[src/sv/qlm_pkg.sv]
// ----------------------------------------------------------------------------
// qlm_pkg
// Shared types and constants of the queued lock manager: command and status
// codes, field widths and the control/status bundles between FSM and datapath.
// ----------------------------------------------------------------------------
package qlm_pkg;

   localparam int DEF_LOCK_COUNT  = 256;
   localparam int DEF_NUM_WAITERS = 64;
   localparam int DEF_RANK_BITS   = 8;

   localparam int CMD_W    = 2;
   localparam int ID_W     = 8;
   localparam int REQ_W    = 8;
   localparam int STATUS_W = 3;
   localparam int GRANT_W  = 8;
   localparam int HELD_W   = 9;

   typedef enum logic [CMD_W-1:0] {
      CMD_CREATE  = 2'd0,
      CMD_ACQUIRE = 2'd1,
      CMD_RELEASE = 2'd2,
      CMD_UNUSED  = 2'd3
   } cmd_type;

   typedef enum logic [STATUS_W-1:0] {
      ST_GRANTED = 3'd0,
      ST_QUEUED  = 3'd1,
      ST_FREED   = 3'd2,
      ST_IGNORED = 3'd3,
      ST_CREATED = 3'd4,
      ST_FULL    = 3'd5
   } status_type;

   typedef struct packed {
      logic clear;
      logic capture;
      logic rd_lock;
      logic rd_wait;
      logic exec;
   } ctl_cmd_type;

   typedef struct packed {
      logic clear_done;
   } dp_status_type;

endpackage

[src/sv/qlm_ctrl.sv]
// ----------------------------------------------------------------------------
// qlm_ctrl
// Sequencer: table clearing after reset, then capture, lock read, waiter
// read and commit for each beat; owns the result valid flag.
// ----------------------------------------------------------------------------
module qlm_ctrl
   import qlm_pkg::*;
(
   input  logic          clock,
   input  logic          reset,
   input  logic          req_valid,
   output logic          req_stall,
   output logic          rsp_valid,
   input  logic          rsp_stall,
   output ctl_cmd_type   ctl_cmd,
   input  dp_status_type dp_status
);

   typedef enum logic [2:0] {
      S_CLEAR,
      S_IDLE,
      S_RD1,
      S_RD2,
      S_EXEC
   } state_type;

   state_type state_ff, state_in;
   logic      rsp_valid_ff, rsp_valid_in;
   logic      out_free;

   assign out_free  = !rsp_valid_ff || !rsp_stall;
   assign req_stall = (state_ff != S_IDLE);
   assign rsp_valid = rsp_valid_ff;

   always_comb begin
      ctl_cmd.clear   = (state_ff == S_CLEAR);
      ctl_cmd.capture = (state_ff == S_IDLE) && req_valid;
      ctl_cmd.rd_lock = (state_ff == S_RD1);
      ctl_cmd.rd_wait = (state_ff == S_RD2);
      ctl_cmd.exec    = (state_ff == S_EXEC) && out_free;
   end

   always_comb begin
      state_in = state_ff;
      unique case (state_ff)
         S_CLEAR: if (dp_status.clear_done) state_in = S_IDLE;
         S_IDLE:  if (req_valid) state_in = S_RD1;
         S_RD1:   state_in = S_RD2;
         S_RD2:   state_in = S_EXEC;
         S_EXEC:  if (out_free) state_in = S_IDLE;
         default: state_in = S_CLEAR;
      endcase
   end

   always_comb begin
      priority if (ctl_cmd.exec) begin
         rsp_valid_in = 1'b1;
      end else if (!rsp_stall) begin
         rsp_valid_in = 1'b0;
      end else begin
         rsp_valid_in = rsp_valid_ff;
      end
   end

   always_ff @(posedge clock) begin
      if (reset) begin
         state_ff     <= S_CLEAR;
         rsp_valid_ff <= 1'b0;
      end else begin
         state_ff     <= state_in;
         rsp_valid_ff <= rsp_valid_in;
      end
   end

endmodule

[config.mk]
export PLATFORM = sky130hd
export DESIGN_NAME = qlm_ctrl
export DESIGN_NICKNAME = d
export VERILOG_FILES = /design/src/sv/qlm_pkg.sv /design/src/sv/qlm_ctrl.sv
export SDC_FILE = /design/constraint.sdc
export NUM_CORES = 1
export LEC_CHECK = 0
export ABC_AREA = 0
export BUFFER_PORTS_ARGS = -buffer_cell sky130_fd_sc_hd__buf_2
export CAP_MARGIN = 20
export CORE_AREA = 5 5 42 44
export CTS_BUF_LIST = sky130_fd_sc_hd__clkbuf_4
export DETAILED_ROUTE_END_ITERATION = 8
export DIE_AREA = 0 0 47 49
export GPL_TIMING_DRIVEN = 0
export SYNTH_ARGS = -nofsm -noshare
export SYNTH_HDL_FRONTEND = slang
export SYNTH_SLANG_ARGS = --single-unit
export TNS_END_PERCENT = 50
[constraint.sdc]
create_clock -name clock -period 2.4 [get_ports clock]
set_input_delay 0.12 -clock clock [delete_from_list [all_inputs] [get_ports clock]]
set_output_delay 0.12 -clock clock [all_outputs]
set_load 0.02 [all_outputs]
==> impl_metrics.csv, run 1 <==
group,metric,value,unit
run_status,outcome,"finished clean",
placed_design,place_congestion,0.712,
synthesis,async_reset_ff_frac,0,
drt,ant_nets,0,
setup_path,crit_path_end_kind,"output pin",
setup_path,arrival,1.31,ns
synthesis,netlist_area,253,um^2
clock_network,cts_buffer_depth,2,
grt,grt_max_degree,11,
setup_path,startpoint,"state_ff[2]",
setup_path,slowest_delay,0.44,ns
synthesis,ys.flop_type,"dfxtp_1",
clock_network,clockRootBuffer,"clkbuf_4",
layout,nets,54,
timing,fin_crit_sh,0.594,
floorplanning,die_w,47,um
synthesis,ys_warn_count,0,
setup_path,cp-start-kind,"flop",
grt,antenna_found_initial,0,
setup_path,cp_num_buf_inv,3,
power,max-vdd-ir-drop,0.151,mV
drt,first_pass_iters,3,
setup_path,rr_startpoint,"state_ff[2]",
clock_network,holdBufCountCts,0,
synthesis,synth_edf_count,0,
setup_path,required,2.28,ns
floorplanning,die_area,0.00230,mm^2
synthesis,synthCells,33,
floorplanning,die_y,49,um
setup_path,r2r_end,"state_ff[2]",
clock_network,post_cts_buffers,0,
synthesis,synth_top_area_cell,"dfxtp_1",
setup_path,endpoint,"ctl_cmd[0]",
floorplanning,io_pins,12,
grt,grt_pass1_wl,917,um
layout,finalInstanceArea,350,um^2
timing,fmax,702,MHz
placed_design,placed_area,328,um^2
floorplanning,num_rows,14,
drt,drt-vias-per-instance,3.94,
timing,fin_tns_setup,0,ns
layout,utilization,0.250,
synthesis,post_synth.cell_area_avg,7.66,um^2
floorplanning,start_util,0.180,
synthesis,synth_nets,38,
clock_network,clkSinkCount,4,
clock_network,clkTransAtPathRegs,0.04,ns
layout,n_antenna_cell,0,
timing,period_minus_slack,1.43,ns
clock_network,cts_resized,0,
timing,setup_viol,0,
grt,grt.total_usage,0.0592,
placed_design,io_buffers,11,
layout,layout_common_cells,"buf_2, nand2_1, dfxtp_1",
clock_network,cts_made_buffers,3,
synthesis,synthTopCellsByArea,"dfxtp_1, buf_6, buf_4, nand2_1, nor3b_2",
floorplanning,design.core.area,0.00140,mm^2
power,cellLeakagePower,0.179,nW
timing,slew-limit-headroom,0.838,
timing,slew_violations,0,
placed_design,post-dp-hpwl,449,um
layout,mostFrequentLayoutCell,"buf_2",
drt,drc,0,
timing,worst_pin_slew,0.242,ns
setup_path,cpLargestDelayFamily,"flip-flops",
setup_path,path_cells,"nor3b_2 -> nand2_1 -> inv_1 -> buf_4 -> buf_2",
setup_path,cp.depth,5,
setup_path,path_class,"flop to output pin",
setup_path,slowest_stage,"dfxtp_1",
drt,routed_wl,582,um
flow_run,drv_cap,0,
drt,drt_iter0_drc,2,
setup_path,rrSetupSlack,1.42,ns
layout,area_delta_synth_final,38.6,%
timing,hold-worst-slack,0.0952,ns
synthesis,ys_seq_elements,4,
drt,vias,248,
layout,drive_above_1_share,0.426,
drt,wire_per_inst,9.24,um
setup_path,cp_max_fo,8,
clock_network,cts_max_level,1,
timing,final-hold-violation-count,0,
clock_network,cts_tree,"yes",
power,power_per_cell_area,580,mW/mm^2
setup_path,r2r_cells,3,
timing,rsz0062_at_grt,"no",
synthesis,seq_area_frac_synth,0.317,
clock_network,worst_skew_pair.late_latency,0.23,ns
hold_path,hold_class,"primary input to flop",
synthesis,synth_cell_types,18,
timing,skew,0.00314,ns
synthesis,netlist.area_leader.share,0.317,
grt,grt_overflow,0,
grt,grt_pass1_vias,256,
==> power breakdown <==
group / internal (W) / switching [W] / leakage, nW
clock network: 0.0000559 / 0.0000267 / 0.0138
logic: 0.0000211 / 0.0000277 / 0.133
registers: 0.0000701 / 0.00000166 / 0.0326
==> metal layers <==
layer | part of all wire | wire length, um | track usage
met1 | 0.40 | 234 | 0.0529
met2 | 0.51 | 297 | 0.0882
met3 | 0.050 | 29 | 0.0111
met4 | 0.034 | 20 | 0.0829
met5 | 0 | 0 | 0
==> cells in the mapped netlist (2+ instances only) <==
library cell / number
dfxtp_1: 4
nand2_1: 4
inv_1: 3
nor2_1: 3
a21oi_1: 2
buf_4: 2
buf_6: 2
nand3_1: 2
nor3_1: 2
==> cells by family (layout without fill, tap and decap cells) <==
logic type / after synthesis / in the layout / synth area share
multiplexers: 1 / 1 / 0.0396
AND/OR/NAND/NOR: 17 / 17 / 0.366
buffers and inverters: 7 / 21 / 0.193
AO/OA/AOI/OAI: 4 / 4 / 0.0842
flip-flops: 4 / 4 / 0.317
==> worst min path at each step <==
stage	from	to	slack, ns	depth (start not counted)
3_5_place_dp	reset	state_ff[2]	0.34	2
4_1_cts	reset	rsp_valid	0.09	2
3_3_place_gp	reset	state_ff[2]	0.34	2
2_1_floorplan	reset	rsp_valid	0.19	1
5_1_grt	reset	rsp_valid	0.11	2
6_report	reset	rsp_valid	0.1	2
==> through the flow <==
stage          power (W)  setup WS, ns  std cells
2_1_floorplan   0.000107          1.15         33
3_3_place_gp    0.000121          1.22         60
3_5_place_dp    0.000122          1.22         60
4_1_cts         0.000208         0.954         63
5_1_grt         0.000216         0.858         63
6_report        0.000203         0.975         63
==> flip-flops by register name, summed over array words and instances, names as in the netlist <==
name,count
rsp_valid,1
state_ff,3
==> worst register-to-register path, cell delays in order, from the launching register on <==
cell     delay [ns]
dfxtp_1        0.44
nor3b_2        0.24
nand3_1        0.09
a21oi_1        0.14
==> area by class of cell <==
class | count | area, um^2
clock buffers | 3 | 22.5
repair buffers | 11 | 55.1
fillers | 174 | 1050
multi-input cells | 22 | 124
plain buffers | 4 | 37.5
well taps | 16 | 20.0
flip-flops and latches | 4 | 80.1
inverters | 3 | 11.3
Power figures use the tool's default switching activity.
==> run 2: changes to the inputs <==
- clock period: 2.4 -> 1.25 ns (I/O delays scaled with it)
==> run 2 against run 1 <==
Compared with the run above:
- die area is the same
- sequential power grew 91%
- critical endpoint is now ctl_cmd[3]
- register-to-register slack lost 1.1 ns
- final area grew 25%
- non-clock buffer count grew 4
- core utilization grew 6.3 points
- combinational power grew to 2.7 times the previous value
- sequential share of layout area shrank 3.5 points
- global-route usage grew 1.1 points
- sequential cell count is the same
- total power grew 110%
- critical path depth shrank 1
- largest cell class unchanged
- the flow now finishes with violations (setup timing)
==> impl_metrics.csv, run 2 (synthesis results as in run 1) <==
group,metric,value,unit
grt,grt_overflow,0,
clock_network,clockRootBuffer,"clkbuf_4",
clock_network,worst_skew_pair.late_latency,0.23,ns
power,max-vdd-ir-drop,0.296,mV
layout,utilization,0.313,
flow_run,drv_cap,0,
grt,grt_max_degree,9,
layout,n_antenna_cell,0,
timing,slew_violations,0,
clock_network,clkSinkCount,4,
drt,drt_iter0_drc,2,
setup_path,crit_path_end_kind,"output pin",
layout,layout_common_cells,"buf_2, buf_6, buf_4",
placed_design,dpl.cell_count,60,
floorplanning,io_pins,12,
timing,final-hold-violation-count,0,
placed_design,placed_area,328,um^2
placed_design,place_congestion,0.712,
setup_path,arrival,1.25,ns
run_status,failed_checks,"setup timing",
placed_design,post-dp-hpwl,449,um
layout,nets,58,
hold_path,hold_class,"primary input to flop",
layout,largest_reg_flops,3,
drt,wire_per_inst,10.2,um
floorplanning,num_rows,14,
layout,mostFrequentLayoutCell,"buf_2",
clock_network,cts_max_level,1,
setup_path,path_class,"flop to output pin",
timing,slew-limit-headroom,0.898,
timing,fin_tns_setup,-0.114,ns
setup_path,cp_num_buf_inv,2,
clock_network,cts_buffer_depth,2,
setup_path,cp-start-kind,"flop",
timing,setup_viol,3,
drt,routed_wl,686,um
grt,antenna_found_initial,0,
timing,fin_crit_sh,1.05,
timing,setup_slack,-0.0664,ns
floorplanning,die_w,47,um
setup_path,cpLargestDelayFamily,"simple AND/OR/NAND/NOR gates",
drt,first_pass_iters,2,
floorplanning,design.core.area,0.00140,mm^2
drt,drc,0,
layout,area_delta_synth_final,73.8,%
floorplanning,die_area,0.00230,mm^2
setup_path,crit_top_cell,"buf_6",
setup_path,slowest_stage,"or3b_4",
power,power_per_cell_area,978,mW/mm^2
timing,worst_pin_slew,0.153,ns
clock_network,cts_tree,"yes",
grt,grt.total_usage,0.0705,
setup_path,required,1.19,ns
clock_network,cts_made_buffers,3,
run_status,outcome,"complete, but fails checks",
timing,rsz0062_at_grt,"yes",
placed_design,io_buffers,11,
floorplanning,start_util,0.180,
setup_path,slowest_delay,0.39,ns
drt,vias,271,
timing,hold-worst-slack,0.0324,ns
grt,grt_pass1_vias,299,
grt,grt_pass1_wl,1.11,mm
clock_network,holdBufCountCts,0,
floorplanning,die_y,49,um
layout,finalInstanceArea,439,um^2
layout,top_register,"state_ff",
drt,ant_nets,0,
power,cellLeakagePower,0.211,nW
setup_path,path_cells,"buf_6 -> or3b_4 -> nor2_4 -> buf_6",
timing,period_minus_slack,1.32,ns
layout,instances_no_fill,67,
clock_network,clkTransAtPathRegs,0.04,ns
setup_path,cp_max_fo,6,
layout,fillers,162,
layout,drive_above_1_share,0.588,
timing,skew,0.00349,ns
timing,fmax,760,MHz
drt,drt-vias-per-instance,4.04,
-- run 2: power breakdown --
group	internal (W)	switching (W)	leakage, nW
combinational	0.0000673	0.0000660	0.163
sequential	0.000133	0.00000358	0.0337
clock	0.000107	0.0000516	0.0138
-- run 2: repair_timing --
action | 4_1_cts | 5_1_grt
pin swaps | 1 | 1
gates resized for setup | 11 | 7
endpoints found under the setup margin | 4 | 6
setup buffers | 4 | 0
-- run 2: through the flow --
step                total power [W]  setup slack [ns]
floorplan                  0.000206            0.0550
global placement           0.000233             0.132
detailed placement         0.000234             0.129
CTS                        0.000429           -0.0743
global route               0.000455            -0.111
finish                     0.000429           -0.0664
-- run 2: final timing paths --
path | from | end | slack (ns) | cells past startpoint
hold reg to reg | rsp_valid | state_ff[2] | 0.48 | 2
setup reg to reg | state_ff[1] | state_ff[0] | 0.29 | 5
setup / recovery | state_ff[0] | ctl_cmd[3] | -0.07 | 4
hold / removal | reset | state_ff[2] | 0.03 | 2
-- run 2: metal layers --
layer / part of all wire / wire length [um] / global-route usage / vias up
li1: - / - / - / 142
met1: 0.38 / 259 / 0.0683 / 118
met2: 0.55 / 375 / 0.109 / 9
met3: 0.045 / 31 / 0.0111 / 2
met4: 0.029 / 20 / 0.0829 / 0
met5: 0 / 0 / 0 / -
-- run 2: layout make-up --
type,count,area [um^2],area share
Sequential cell,4,85.1,0.194
Timing Repair Buffer,15,110,0.251
Inverter,3,11.3,0.0256
Clock buffer,3,22.5,0.0513
Buffer,4,37.5,0.0855
Multi-Input combinational cell,22,153,0.348
Tap cell,16,20.0,0.0456
==> run 3: changes to the inputs <==
- BUFFER_PORTS_ARGS: -buffer_cell sky130_fd_sc_hd__buf_2 -> default
- DONT_BUFFER_PORTS: default -> 1
- PLACE_DENSITY: default -> 0.34
- TNS_END_PERCENT: 50 -> default
==> run 3 against run 2 <==
Compared with the run above:
- the flow still finishes with violations (setup timing)
- wire length rose by 4.2%
- first-iteration DRC count rose to 2.5 times the previous value
- sequential cell count did not move
- count of clock-buffer cells in the layout did not move
- sequential power rose by 4%
- die area did not move
- critical path type unchanged
==> impl_metrics.csv, run 3 (synthesis results as in run 1) <==
group,metric,value,unit
clock_network,cts_buffer_depth,2,
layout,largest_reg_flops,3,
timing,slew-limit-headroom,0.585,
layout,area_delta_synth_final,55.0,%
placed_design,dpl_worst_slack,0.00603,ns
placed_design,dpl.cell_count,49,
timing,setup_viol,1,
drt,ant_nets,0,
setup_path,startpoint,"state_ff[2]",
hold_path,hold_class,"primary input to flop",
setup_path,arrival,1.20,ns
setup_path,required,1.19,ns
drt,vias,263,
grt,grt_max_degree,9,
drt,drt_iter0_drc,5,
layout,multi_input_area,141,um^2
power,power_per_cell_area,1020,mW/mm^2
timing,fmax,790,MHz
layout,top_register,"state_ff",
placed_design,place_congestion,0.683,
clock_network,clkSinkCount,4,
drt,m1WireLength,305,um
layout,utilization,0.279,
setup_path,rrSetupSlack,0.07,ns
layout,drive_above_1_share,0.455,
timing,skew,0.00376,ns
layout,nets,51,
floorplanning,design.core.area,0.00140,mm^2
clock_network,cts_max_level,1,
power,max-vdd-ir-drop,0.339,mV
drt,routed_wl,715,um
timing,slew_violations,0,
grt,grt_pass1_wl,1.15,mm
run_status,failed_checks,"setup timing",
drt,wl_met2,389,um
power,finalPower,0.000398,W
grt,antenna_found_initial,0,
setup_path,endpoint,"ctl_cmd[3]",
grt,grt.total_usage,0.0732,
drt,drc,0,
floorplanning,die_y,49,um
layout,n_antenna_cell,0,
setup_path,slowest_delay,0.43,ns
setup_path,path_class,"flop to output pin",
drt,first_pass_iters,4,
setup_path,crit_path_end_kind,"output pin",
grt,grt_pass1_vias,270,
setup_path,cp_max_fo,8,
setup_path,slowest_stage,"or3b_4",
flow_run,drv_cap,0,
floorplanning,start_util,0.180,
timing,setup_slack,-0.0157,ns
clock_network,cts_tree,"yes",
placed_design,post-dp-hpwl,434,um
placed_design,io_buffers,0,
run_status,outcome,"complete, but fails checks",
clock_network,worst_skew_pair.late_latency,0.23,ns
setup_path,cp-start-kind,"flop",
timing,rsz0062_at_grt,"yes",
power,cellLeakagePower,0.172,nW
setup_path,path_cells,"or3b_4 -> nor2_4",
setup_path,rr_startpoint,"state_ff[1]",
clock_network,clockRootBuffer,"clkbuf_4",
floorplanning,die_w,47,um
drt,top_layer,"met3",
timing,worst_pin_slew,0.617,ns
grt,grt_overflow,0,
floorplanning,io_pins,12,
layout,instances_no_fill,60,
drt,drt-vias-per-instance,4.38,
layout,fillers,172,
drt,wl_met3,20,um
layout,regArea,86.3,um^2
setup_path,r2r_cells,6,
setup_path,r2r_end,"state_ff[0]",
layout,layout_common_cells,"buf_4, nand2_1, buf_6",
timing,final-hold-violation-count,0,
timing,period_minus_slack,1.27,ns
floorplanning,die_area,0.00230,mm^2
clock_network,cts_made_buffers,3,
drt,wire_per_inst,11.9,um
timing,fin_crit_sh,1.01,
floorplanning,num_rows,14,
layout,mostFrequentLayoutCell,"buf_4",
clock_network,clkTransAtPathRegs,0.04,ns
-- run 3: layout make-up --
type	instances	share of cell area
Multi-Input combinational cell	22	0.361
Inverter	3	0.0288
Clock buffer	3	0.0575
Tap cell	16	0.0511
Buffer	2	0.0575
Timing Repair Buffer	10	0.224
Sequential cell	4	0.220
-- run 3: repair_timing --
item,in CTS,in global routing
pin swaps,4,3
hold buffers,2,0
endpoints found under the hold margin,4,0
endpoints found under the setup margin,3,7
gates resized for setup,4,8
buffers inserted,8,0
-- run 3: worst min-delay path by stage --
stage / from / end / slack (ns) / cells past startpoint
floorplan: reset / rsp_valid / 0.13 / 1
global placement: reset / state_ff[2] / 0.13 / 1
detailed placement: reset / state_ff[2] / 0.13 / 1
CTS: dp_status / state_ff[0] / 0.05 / 2
global route: dp_status / state_ff[0] / 0.09 / 2
finish: dp_status / state_ff[0] / 0.05 / 2
-- run 3: per-layer routing --
layer | track usage | up-vias
met4 | 0.0691 | 0
met2 | 0.111 | 8
met5 | 0 | -
met1 | 0.0747 | 125
met3 | 0.0221 | 0
li1 | - | 130
-- run 3: per-stage QoR --
step                      cell area [um^2]  TNS, ns  hold slack, ns
after floorplan                        253        0           0.132
after global placement                 273        0           0.132
after detailed placement               273        0           0.134
after CTS                              390   -0.207          0.0526
after global routing                   392   -0.187          0.0895
final                                  392  -0.0157          0.0527
-- run 3: report_power, final --
part	switching (W)	internal (W)	leakage, nW
logic	0.0000521	0.0000443	0.124
clock network	0.0000518	0.000107	0.0138
registers	0.00000843	0.000134	0.0341
total	0.000112	0.000286	0.172
-- run 3: worst max-delay path: cells and delay by family (launching register included) --
family           cells  cell delay, ns
flip-flops           1            0.36
AND/OR/NAND/NOR      2            0.60
